**config.mk**
```make
export PLATFORM = sky130hd
export DESIGN_NAME = point_sorter_by_coordinate_top
export DESIGN_NICKNAME = d
export VERILOG_FILES = /design/src/sv/psr_pkg.sv /design/src/sv/psr_cell.sv /design/src/sv/point_sorter_by_coordinate_top.sv
export SDC_FILE = /design/constraint.sdc
export NUM_CORES = 2
export LEC_CHECK = 0
export BUFFER_PORTS_ARGS = -buffer_cell sky130_fd_sc_hd__buf_4
export CORE_AREA = 4 4 259 261
export DETAILED_ROUTE_END_ITERATION = 7
export DIE_AREA = 0 0 263 265
export PLACE_DENSITY = 0.82
export SLEW_MARGIN = 20
export SYNTH_ARGS = -nofsm -noshare
export SYNTH_HDL_FRONTEND = slang
export SYNTH_SLANG_ARGS = --single-unit
```
**constraint.sdc**
```tcl
create_clock -name clk -period 6.1 [get_ports clk]
set_input_delay 1.83 -clock clk [delete_from_list [all_inputs] [get_ports clk]]
set_output_delay 1.83 -clock clk [all_outputs]
set_load 0.03 [all_outputs]
```
**src/sv/psr_pkg.sv**
```systemverilog
// Shared types, constants and helpers for the point sorter.
// Used by psr_cell and point_sorter_by_coordinate_top; depends on nothing else.
`default_nettype none

package psr_pkg;

  localparam int CAPACITY = 16;
  localparam int CNT_W    = $clog2(CAPACITY + 1);
  localparam int COORD_W  = 16;
  localparam int DATA_W   = 32;
  localparam int PADDR_W  = 3;

  // Register map.
  localparam logic [PADDR_W-1:0] ADDR_SORT_KEY = 3'd0;

  // Cell operations.
  localparam logic [1:0] MODE_HOLD  = 2'd0;
  localparam logic [1:0] MODE_LOAD  = 2'd1;
  localparam logic [1:0] MODE_SORT  = 2'd2;
  localparam logic [1:0] MODE_SHIFT = 2'd3;

  typedef struct packed {
    logic signed [COORD_W-1:0] x;
    logic signed [COORD_W-1:0] y;
  } point_t;

  typedef struct packed {
    logic [1:0] mode;
    logic       key_sel;    // 1 compares x, 0 compares y
    logic       pair_left;  // this cell is the lower of its pair in this round
    logic       pair_live;  // both cells of the pair hold stored points
  } cell_ctrl_t;

  function automatic logic signed [COORD_W-1:0] key_of(point_t p, logic by_x);
    return by_x ? p.x : p.y;
  endfunction

endpackage

`default_nettype wire

```
**src/sv/psr_cell.sv**
```systemverilog
// One cell of the sorting chain: holds a single point and loads, swaps with a
// neighbour or shifts down. Depends on psr_pkg.
`default_nettype none

module psr_cell (
  input  wire logic               clk,
  input  wire psr_pkg::cell_ctrl_t ctrl,
  input  wire psr_pkg::point_t    load_pt,
  input  wire psr_pkg::point_t    left_pt,
  input  wire psr_pkg::point_t    right_pt,
  output psr_pkg::point_t         pt
);

  logic            take_right;
  logic            take_left;
  psr_pkg::point_t pt_next;

  // Only strictly greater keys move, which keeps equal keys in arrival order.
  always_comb begin
    take_right = ctrl.pair_live && ctrl.pair_left &&
                 (psr_pkg::key_of(pt, ctrl.key_sel) > psr_pkg::key_of(right_pt, ctrl.key_sel));
    take_left  = ctrl.pair_live && !ctrl.pair_left &&
                 (psr_pkg::key_of(left_pt, ctrl.key_sel) > psr_pkg::key_of(pt, ctrl.key_sel));
  end

  always_comb begin
    pt_next = pt;
    unique case (ctrl.mode)
      psr_pkg::MODE_LOAD:  pt_next = load_pt;
      psr_pkg::MODE_SORT: begin
        if (take_right) begin
          pt_next = right_pt;
        end else if (take_left) begin
          pt_next = left_pt;
        end
      end
      psr_pkg::MODE_SHIFT: pt_next = right_pt;
      default:             pt_next = pt;
    endcase
  end

  always_ff @(posedge clk) begin
    pt <= pt_next;
  end

endmodule

`default_nettype wire

```
**src/sv/point_sorter_by_coordinate_top.sv**
```systemverilog
// Loading takes one point per cycle. After the beat marked last, n odd-even
// exchange rounds run in the cell chain (n = points stored, one round a cycle),
// then the n sorted points leave one per cycle from cell 0 while the receiver
// is ready.
// Reset is synchronous: the store empties, the overflow flag clears and the
// sort key selects x. Cell contents are not reset.
`default_nettype none

module point_sorter_by_coordinate_top (
  input  wire logic                              clk,
  input  wire logic                              rst,
  // point input
  input  wire logic                              point_valid,
  output logic                                   point_ready,
  input  wire logic signed [psr_pkg::COORD_W-1:0] point_x,
  input  wire logic signed [psr_pkg::COORD_W-1:0] point_y,
  input  wire logic                              last_point,
  // sorted output
  output logic                                   sorted_valid,
  input  wire logic                              sorted_ready,
  output logic signed [psr_pkg::COORD_W-1:0]     sorted_x,
  output logic signed [psr_pkg::COORD_W-1:0]     sorted_y,
  output logic                                   last_sorted,
  output logic                                   overflowed,
  // configuration
  input  wire logic                              psel,
  input  wire logic                              penable,
  input  wire logic                              pwrite,
  input  wire logic [psr_pkg::PADDR_W-1:0]       paddr,
  input  wire logic [psr_pkg::DATA_W-1:0]        pwdata,
  output logic [psr_pkg::DATA_W-1:0]             prdata,
  output logic                                   pready
);

  localparam logic [1:0] ST_LOAD = 2'd0;
  localparam logic [1:0] ST_SORT = 2'd1;
  localparam logic [1:0] ST_EMIT = 2'd2;

  logic [1:0]               state;
  logic [psr_pkg::CNT_W-1:0] occupancy;
  logic [psr_pkg::CNT_W-1:0] round;
  logic                     overflow_seen;
  logic                     sort_key_select;
  logic                     key_latched;

  logic                     in_beat;
  logic                     out_beat;
  logic                     cfg_write;
  logic                     store_full;
  psr_pkg::point_t          in_pt;
  psr_pkg::point_t          pts [psr_pkg::CAPACITY];

  always_comb begin
    point_ready  = (state == ST_LOAD);
    sorted_valid = (state == ST_EMIT);
    in_beat      = point_valid && point_ready;
    out_beat     = sorted_valid && sorted_ready;
    store_full   = (occupancy == psr_pkg::CNT_W'(psr_pkg::CAPACITY));
    in_pt.x      = point_x;
    in_pt.y      = point_y;
    cfg_write    = psel && penable && pwrite && pready && (paddr == psr_pkg::ADDR_SORT_KEY);
  end

  // Configuration port.
  assign pready = 1'b1;
  always_comb begin
    prdata = '0;
    if (paddr == psr_pkg::ADDR_SORT_KEY) begin
      prdata[0] = sort_key_select;
    end
  end

  always_ff @(posedge clk) begin
    if (rst) begin
      sort_key_select <= 1'b1;
    end else if (cfg_write) begin
      sort_key_select <= pwdata[0];
    end
  end

  // Sequencer: load, exchange rounds, drain.
  always_ff @(posedge clk) begin
    if (rst) begin
      state         <= ST_LOAD;
      occupancy     <= '0;
      round         <= '0;
      overflow_seen <= 1'b0;
      key_latched   <= 1'b1;
    end else begin
      unique case (state)
        ST_LOAD: begin
          if (in_beat) begin
            if (store_full) begin
              overflow_seen <= 1'b1;
            end else begin
              occupancy <= occupancy + psr_pkg::CNT_W'(1);
            end
            if (last_point) begin
              // The key in force when the last point arrives governs the set.
              key_latched <= sort_key_select;
              round       <= '0;
              state       <= ST_SORT;
            end
          end
        end
        ST_SORT: begin
          round <= round + psr_pkg::CNT_W'(1);
          if (round == occupancy - psr_pkg::CNT_W'(1)) begin
            state <= ST_EMIT;
          end
        end
        ST_EMIT: begin
          if (out_beat) begin
            occupancy <= occupancy - psr_pkg::CNT_W'(1);
            if (occupancy == psr_pkg::CNT_W'(1)) begin
              overflow_seen <= 1'b0;
              state         <= ST_LOAD;
            end
          end
        end
        default: begin
          state <= ST_LOAD;
        end
      endcase
    end
  end

  // The chain of cells.
  for (genvar i = 0; i < psr_pkg::CAPACITY; i++) begin : g_cell
    localparam logic POS_ODD = 1'(i % 2);
    psr_pkg::point_t     left_pt;
    psr_pkg::point_t     right_pt;
    psr_pkg::cell_ctrl_t cell_ctrl;
    logic                live_as_left;
    logic                live_as_right;

    if (i == 0) begin : g_first
      assign left_pt       = '0;
      assign live_as_right = 1'b0;
    end else begin : g_inner
      assign left_pt       = pts[i-1];
      assign live_as_right = (psr_pkg::CNT_W'(i) < occupancy);
    end

    if (i == psr_pkg::CAPACITY - 1) begin : g_end
      assign right_pt = '0;
    end else begin : g_mid
      assign right_pt = pts[i+1];
    end

    assign live_as_left = (psr_pkg::CNT_W'(i + 1) < occupancy);

    always_comb begin
      cell_ctrl.key_sel   = key_latched;
      cell_ctrl.pair_left = (round[0] == POS_ODD);
      cell_ctrl.pair_live = cell_ctrl.pair_left ? live_as_left : live_as_right;
      if (state == ST_LOAD && in_beat && occupancy == psr_pkg::CNT_W'(i)) begin
        cell_ctrl.mode = psr_pkg::MODE_LOAD;
      end else if (state == ST_SORT) begin
        cell_ctrl.mode = psr_pkg::MODE_SORT;
      end else if (out_beat) begin
        cell_ctrl.mode = psr_pkg::MODE_SHIFT;
      end else begin
        cell_ctrl.mode = psr_pkg::MODE_HOLD;
      end
    end

    psr_cell u_cell (
      .clk      (clk),
      .ctrl     (cell_ctrl),
      .load_pt  (in_pt),
      .left_pt  (left_pt),
      .right_pt (right_pt),
      .pt       (pts[i])
    );
  end

  always_comb begin
    sorted_x    = pts[0].x;
    sorted_y    = pts[0].y;
    last_sorted = (occupancy == psr_pkg::CNT_W'(1));
    overflowed  = overflow_seen;
  end

`ifndef SYNTH
  a_occ_bound: assert property (@(posedge clk) disable iff (rst)
    occupancy <= psr_pkg::CNT_W'(psr_pkg::CAPACITY))
    else $error("store count beyond capacity");

  a_sides_exclusive: assert property (@(posedge clk) disable iff (rst)
    !(point_ready && sorted_valid))
    else $error("loading and draining at once");

  a_last_starts_sort: assert property (@(posedge clk) disable iff (rst)
    (point_valid && point_ready && last_point) |=> (state == ST_SORT && occupancy != '0))
    else $error("last point did not start a non-empty sort");

  a_drain_ends_set: assert property (@(posedge clk) disable iff (rst)
    (sorted_valid && sorted_ready && last_sorted) |=> (state == ST_LOAD && occupancy == '0
      && !overflow_seen))
    else $error("set not cleared after its final beat");

  a_emit_nonempty: assert property (@(posedge clk) disable iff (rst)
    sorted_valid |-> occupancy != '0)
    else $error("emitting from an empty store");
`endif

endmodule

`default_nettype wire

```
## Word level (Yosys, flattened, before mapping)

Cells that the tools add are included.

- Logic and storage cells: 411
- Bits of input ports: 75
- Register bits: 527
- Output and inout port bits: 69

- Bitwise gates (word level): 1
- Add/subtract/negate cells: 3
- Reduce and logical (&&, ||, !) cells: 129
- $lt $le $gt $ge: 33
- Multiplexer cells: 117
- Equal/unequal tests: 90

Operators with widths:

| kind | number |
|---|---|
| $pmux W32 S3 | 16 |
| $mux W32 | 32 |
| $mux W16 | 16 |
| $gt A16 B16 Y1 | 15 |
| $logic_and A1 B1 Y1 | 86 |
| $eq A2 B2 Y1 const B | 33 |
| $ne A3 B1 Y1 const B | 16 |
| $reduce_bool A3 Y1 | 16 |
| $mux W2 | 23 |
| $eq A5 B4 Y1 const B | 8 |
| $lt A4 B5 Y1 const A | 8 |
| $eq A2 B1 Y1 const B | 17 |
| $reduce_and A2 Y1 | 16 |
| $mux W5 | 5 |
| $mux W1 | 21 |
| $eq A5 B3 Y1 const B | 4 |
| $lt A3 B5 Y1 const A | 4 |
| $pmux W5 S2 | 2 |
| $gt A1 B16 Y1 const A | 1 |
| $gt A16 B1 Y1 const B | 1 |
| $add A5 B1 Y5 const B | 2 |
| $eq A5 B2 Y1 const B | 2 |
| $lt A2 B5 Y1 const A | 2 |
| $ne A2 B1 Y1 const B | 5 |
| other kinds (18) | 22 |

## Longest topological paths before layout

- Word-level depth: 8
- Mapped depth: 16
- Mapped depth without buffers: 10

## Hierarchy

Synthesis repeated with hierarchy kept, for this count alone.

- Cell total of the unflattened synthesis: 6,453
- Area total of the unflattened synthesis: 57,876.8 um^2

Modules (own cells, without submodules):

| module | instances | area an instance (um^2) | sequential area each (um^2) | cells an instance |
|---|---|---|---|---|
| psr_cell (g_cell[0].u_cell ...) | 12 | 3,684.8 | 960.9 | 405 |
| psr_cell (g_cell[6].u_cell ...) | 4 | 2,982.9 | 960.9 | 339 |
| point_sorter_by_coordinate_top | 1 | 1,727.9 | 300.3 | 237 |

## Worst setup path before layout

OpenSTA, ideal clock, no wires.

- Path kind: register -> register
- Start point: register key_latched
- End point: register g_cell[1].u_cell.pt[0] in the netlist's numbering, enable pin
- Period minus slack after synthesis: 6,187 ps
- Buffers on the path: 6
- Setup slack: -87 ps
- Setup time: 466 ps
- Cell stages (with the launch flop): 16
- Data arrival time: 5,721 ps
- Required time: 5,634 ps
- Path through: dfxtp_1 > clkbuf_1 > buf_2 > clkbuf_1 > buf_1 > mux2i_1 > inv_1 > ha_1 > nor2b_1 > o211ai_1 > a2111oi_0 > o211ai_1 > and2_1 > clkbuf_1 > clkbuf_1 > o21ai_0

- Longest elaborated chain between the ends: 5
- Elaborated cells between the ends (all ways): 9
- Those cells by class: 2 x order compare; 1 x eq/ne; 3 x mux; 3 x reduce/logical

RTL lines:

| element | RTL line | text |
|---|---|---|
| start, declared | point_sorter_by_coordinate_top.sv:44 | `logic key_latched;` |
| start signal, assigned | point_sorter_by_coordinate_top.sv:100 | `key_latched <= sort_key_select;` |
| $mux W16 | psr_pkg.sv:35 | `return by_x ? p.x : p.y;` |
| $gt A16 B16 Y1, on equally long branches | psr_cell.sv:23, psr_cell.sv:21 |  |
| $logic_and A1 B1 Y1, on equally long branches | psr_cell.sv:22, psr_cell.sv:20 |  |
| $ne A3 B1 Y1 (no source line) (*) | - |  |
| $reduce_and A2 Y1 (no source line) (*) | - |  |
| end signal, assigned | psr_cell.sv:43 | `pt <= pt_next;` |
| end, declared | psr_cell.sv:11 | `output psr_pkg::point_t pt` |

Mark *: on every way between the ends. The rest lies on a longest branch, timed or not.
A chain may end at the register's enable or synchronous reset.

## Final worst setup path

- Start point: register key_latched
- End point: register g_cell[5].u_cell.pt[26] in the netlist's numbering, enable pin

- Longest elaborated chain between the ends: 5
- Elaborated cells between the ends (all ways): 9
- Those cells by class: 2 x order compare; 1 x eq/ne; 3 x mux; 3 x reduce/logical

RTL lines:

| element | RTL line |
|---|---|
| $mux W16 | psr_pkg.sv:35 |
| $gt A16 B16 Y1, on equally long branches | psr_cell.sv:23, psr_cell.sv:21 |
| $logic_and A1 B1 Y1, on equally long branches | psr_cell.sv:22, psr_cell.sv:20 |
| $ne A3 B1 Y1 (no source line) (*) | - |
| $reduce_and A2 Y1 (no source line) (*) | - |
| end signal, assigned | psr_cell.sv:43 |
| end, declared | psr_cell.sv:11 |

Marked as above.

==> results_dict.tcl <==
set metrics [dict create \
    crit_top_cell "mux2i_1" \
    max-slew-margin-rel 0.273 \
    routedWlPerCell_microns 26.3 \
    via_per_inst 7.02 \
    dpl.hpwl_microns 73800 \
    die_h_microns 265 \
    vdd_drop_max_v 0.000262 \
    root_buffer "clkbuf_16" \
    ys_seq_area_frac 0.461 \
    syn_area_sq_mm 0.0340 \
    fin_crit_sh 0.811 \
    p_per_area_mw_per_mm2 323 \
    io_buffers 80 \
    synth-xor-area-share 0.00361 \
    die-area_sq_mm 0.0697 \
    final_nets 3230 \
    grt_pass1_vias 26100 \
    ff2ff_path_depth 12 \
    num_vias 26700 \
    slowest_delay_ns 0.88 \
    firstDrtPassIters 6 \
    synthAdderAreaFrac 0.0905 \
    critical_path.startpoint "key_latched" \
    synthMuxAreaShare 0.105 \
    r2r-start "key_latched" \
    grt_setup_unrepaired "no" \
    p_leak_nw 16.1 \
    whs_ns 0.534 \
    cp-end-kind "flip-flop" \
    cp_slowest_cell "a21oi_4" \
    finalSetupViolations 0 \
    fmax_mhz 202 \
    synth_compound_area_frac 0.209 \
    ys_seq_elements 527 \
    ys.flop_type "edfxtp_1" \
    hold_viol 0 \
    cts_tree "yes" \
    arrival_ns 5.20 \
    coreArea_sq_mm 0.0645 \
    grt_antenna_before_repair 0 \
    path_delay_family "compound AO/OA/AOI/OAI gates" \
    drc 0 \
    cts_setup_buffers 0 \
    cts_max_path_buffers 3 \
    dpl_worst_slack_ns 1.18 \
    hold_class "flip-flop to flip-flop" \
    yosysWarnings 0 \
    routed_wl_microns 100000 \
    clock_sinks 527 \
    grt_pass1_wl_microns 153000 \
    ff2ff_setup_slack_ns 1.15 \
    worstPathCellList "buf_12, buf_4, mux2i_1, inv_1, ha_1, nor2b_1, o211ai_1, a211oi_1, nor4_1, mux2i_1, o21a_1, a21oi_4" \
    ctsResizeCount 0 \
    cts_hold_buf 0 \
    synth_area_per_cell_sq_um 11.5 \
    ys_types 66 \
    drive_gt1_frac 0.0992 \
    cp_max_fo 45 \
    clk_pin_slew_ns 0.06 \
    ant_nets 0 \
    finalCriticalPeriod_ns 4.95 \
    grt_max_degree 139 \
    htreeDepth 2 \
    fin_skew_ns 0.0163 \
    floorplan.rows 93 \
    cp-start-kind "flip-flop" \
    initial_core_util 0.528 \
    synth_edf_count 512 \
    fin_ws_ns 1.15 \
    synthCells 2960 \
    path_class "flip-flop to flip-flop" \
    gr-total-overflow 0 \
    drt-initial-drc-count 3430 \
    required_ns 6.35 \
    critPathBufInv 3 \
    area_growth_pct 9.43 \
    cp.depth 12 \
    synthSimpleGateAreaFrac 0.0664 \
    numCtsBuffers 57 \
    status "finished clean" \
    diodes 0 \
    io_pins 144 \
    grtUsageTotal 0.272 \
    synth_top_family_by_area "compound AO/OA/AOI/OAI gates" \
    synthArstFlopShare 0 \
    gp_congestion 0.950 \
    final.setup.tns_ns 0 \
    worstMarginPinSlew_ns 1.08 \
    maxSlewViolCount 0 \
    die_w_microns 263 \
    rr_endpoint "g_cell[5].u_cell.pt[26]" \
    drv_cap 0 \
    clock_latency_ns 0.63 \
    crit_end "g_cell[5].u_cell.pt[26]" \
]
-- registers in the layout, summed over array words and instances, names as in the netlist --
signal / count
g_cell.u_cell.pt: 512
key_latched: 1
occupancy: 5
overflowed: 1
round: 5
sort_key_select: 1
state: 2
-- synth_stat cells, types with 3 or more instances --
cell / instances / area, sq um
a211oi_1: 10 / 75.1
ha_1: 246 / 3080
o31ai_1: 3 / 22.5
o21ai_1: 9 / 45.0
a22oi_1: 5 / 37.5
or4_1: 6 / 45.0
buf_2: 66 / 330
nand2_1: 52 / 195
dfxtp_1: 15 / 300
or3_1: 3 / 18.8
a211o_1: 5 / 43.8
a31oi_1: 15 / 93.8
nand4_1: 51 / 319
xor2_1: 6 / 52.6
clkbuf_1: 150 / 563
nor3b_1: 3 / 22.5
inv_1: 248 / 931
edfxtp_1: 512 / 15400
a21o_1: 90 / 676
a2111o_1: 3 / 33.8
mux2i_1: 339 / 3390
a21oi_1: 129 / 646
nor4_1: 9 / 56.3
nor3_1: 9 / 45.0
o21ai_0: 129 / 646
o21a_1: 4 / 30.0
nor2b_1: 20 / 125
a221o_1: 354 / 3540
xnor2_1: 8 / 70.1
o211ai_1: 18 / 135
buf_4: 32 / 240
buf_1: 21 / 78.8
and3_1: 35 / 219
and4_1: 13 / 114
buf_6: 4 / 45.0
nand2b_1: 11 / 68.8
a221oi_1: 99 / 867
and2_1: 107 / 669
nor2_1: 48 / 180
nand3_1: 23 / 115
mux2_2: 16 / 180
a2111oi_0: 3 / 26.3
-- worst reg2reg max path, cell delays in order, from the launching register on --
cell and delay [ns]:
dfxtp_4 0.63, buf_12 0.39, buf_4 0.45, mux2i_1 0.36
inv_1 0.09, ha_1 0.30, nor2b_1 0.14, o211ai_1 0.23
a211oi_1 0.13, nor4_1 0.36, mux2i_1 0.21, o21a_1 0.39
a21oi_4 0.88
-- metal layers --
| metal | track usage | up-vias | share of wire |
|---|---|---|---|
| li1 | - | 11600 | - |
| met1 | 0.370 | 13000 | 0.40 |
| met2 | 0.439 | 1863 | 0.46 |
| met3 | 0.0459 | 238 | 0.10 |
| met4 | 0.108 | 0 | 0.041 |
| met5 | 0 | - | 0 |
-- worst min path at each step --
stage / from / to / slack [ns] / cells past startpoint
final: sort_key_select / sort_key_select / 0.53 / 2
after global routing: sort_key_select / sort_key_select / 0.58 / 2
after CTS: round[1] / round[1] / 0.54 / 2
after detailed placement: overflowed / overflowed / 0.52 / 2
after global placement: round[4] / round[4] / 0.52 / 2
after floorplan: sort_key_select / sort_key_select / 0.46 / 2
-- per-stage QoR --
step                      power (mW)   util  cell area [sq um]  cells
after floorplan                 7.38      -              34100   2990
after global placement          8.23  0.548              35300   3703
after detailed placement        8.43  0.548              35300   3703
after CTS                       11.9  0.577              37200   3806
after global routing            12.5  0.577              37200   3808
final                           12.0  0.577              37200   3808
-- cell usage in the layout, fill, tap and decap left out, types with 11 or more instances in the layout --
cell type	instances
nand3_1	23
dfxtp_1	14
nand2_1	51
edfxtp_1	512
mux2i_1	339
nor2_1	45
clkbuf_16	57
inv_1	248
buf_4	128
and4_1	13
a221oi_1	99
a221o_1	354
o21ai_0	128
ha_1	246
and2_1	103
and3_1	35
conb_1	32
a31oi_1	11
nor2b_1	20
nand4_1	51
clkinv_2	11
a21oi_1	116
o21ai_2	11
mux2_2	16
o211ai_1	18
a21o_1	90
-- power breakdown --
group	leakage, nW	internal (mW)	switching (mW)
clock network	0.891	2.04	1.51
logic	10.3	1.34	2.05
registers	4.88	4.61	0.463
total	16.1	8.00	4.02
-- logic make-up (layout without fill, tap and decap cells) --
| group | Yosys count | in the layout |
|---|---|---|
| AOI/OAI and AO/OA | 894 | 894 |
| xor gates and xnor gates | 14 | 14 |
| adders and majority gates | 246 | 246 |
| and+or+nand+nor | 398 | 398 |
| buffers and inverters | 524 | 487 |
| DFF | 527 | 527 |
| other | 2 | 32 |
| muxes | 355 | 355 |
-- final cells by class --
cell class | instances | area (sq um)
sequential | 527 | 15700
inverter | 249 | 935
timing repair buffer | 135 | 1090
clock buffer | 64 | 1450
tap | 855 | 1070
fill | 5176 | 27200
clock inverter | 39 | 414
multi-input combinational | 1939 | 16600
(Power assumes the default switching activity.)
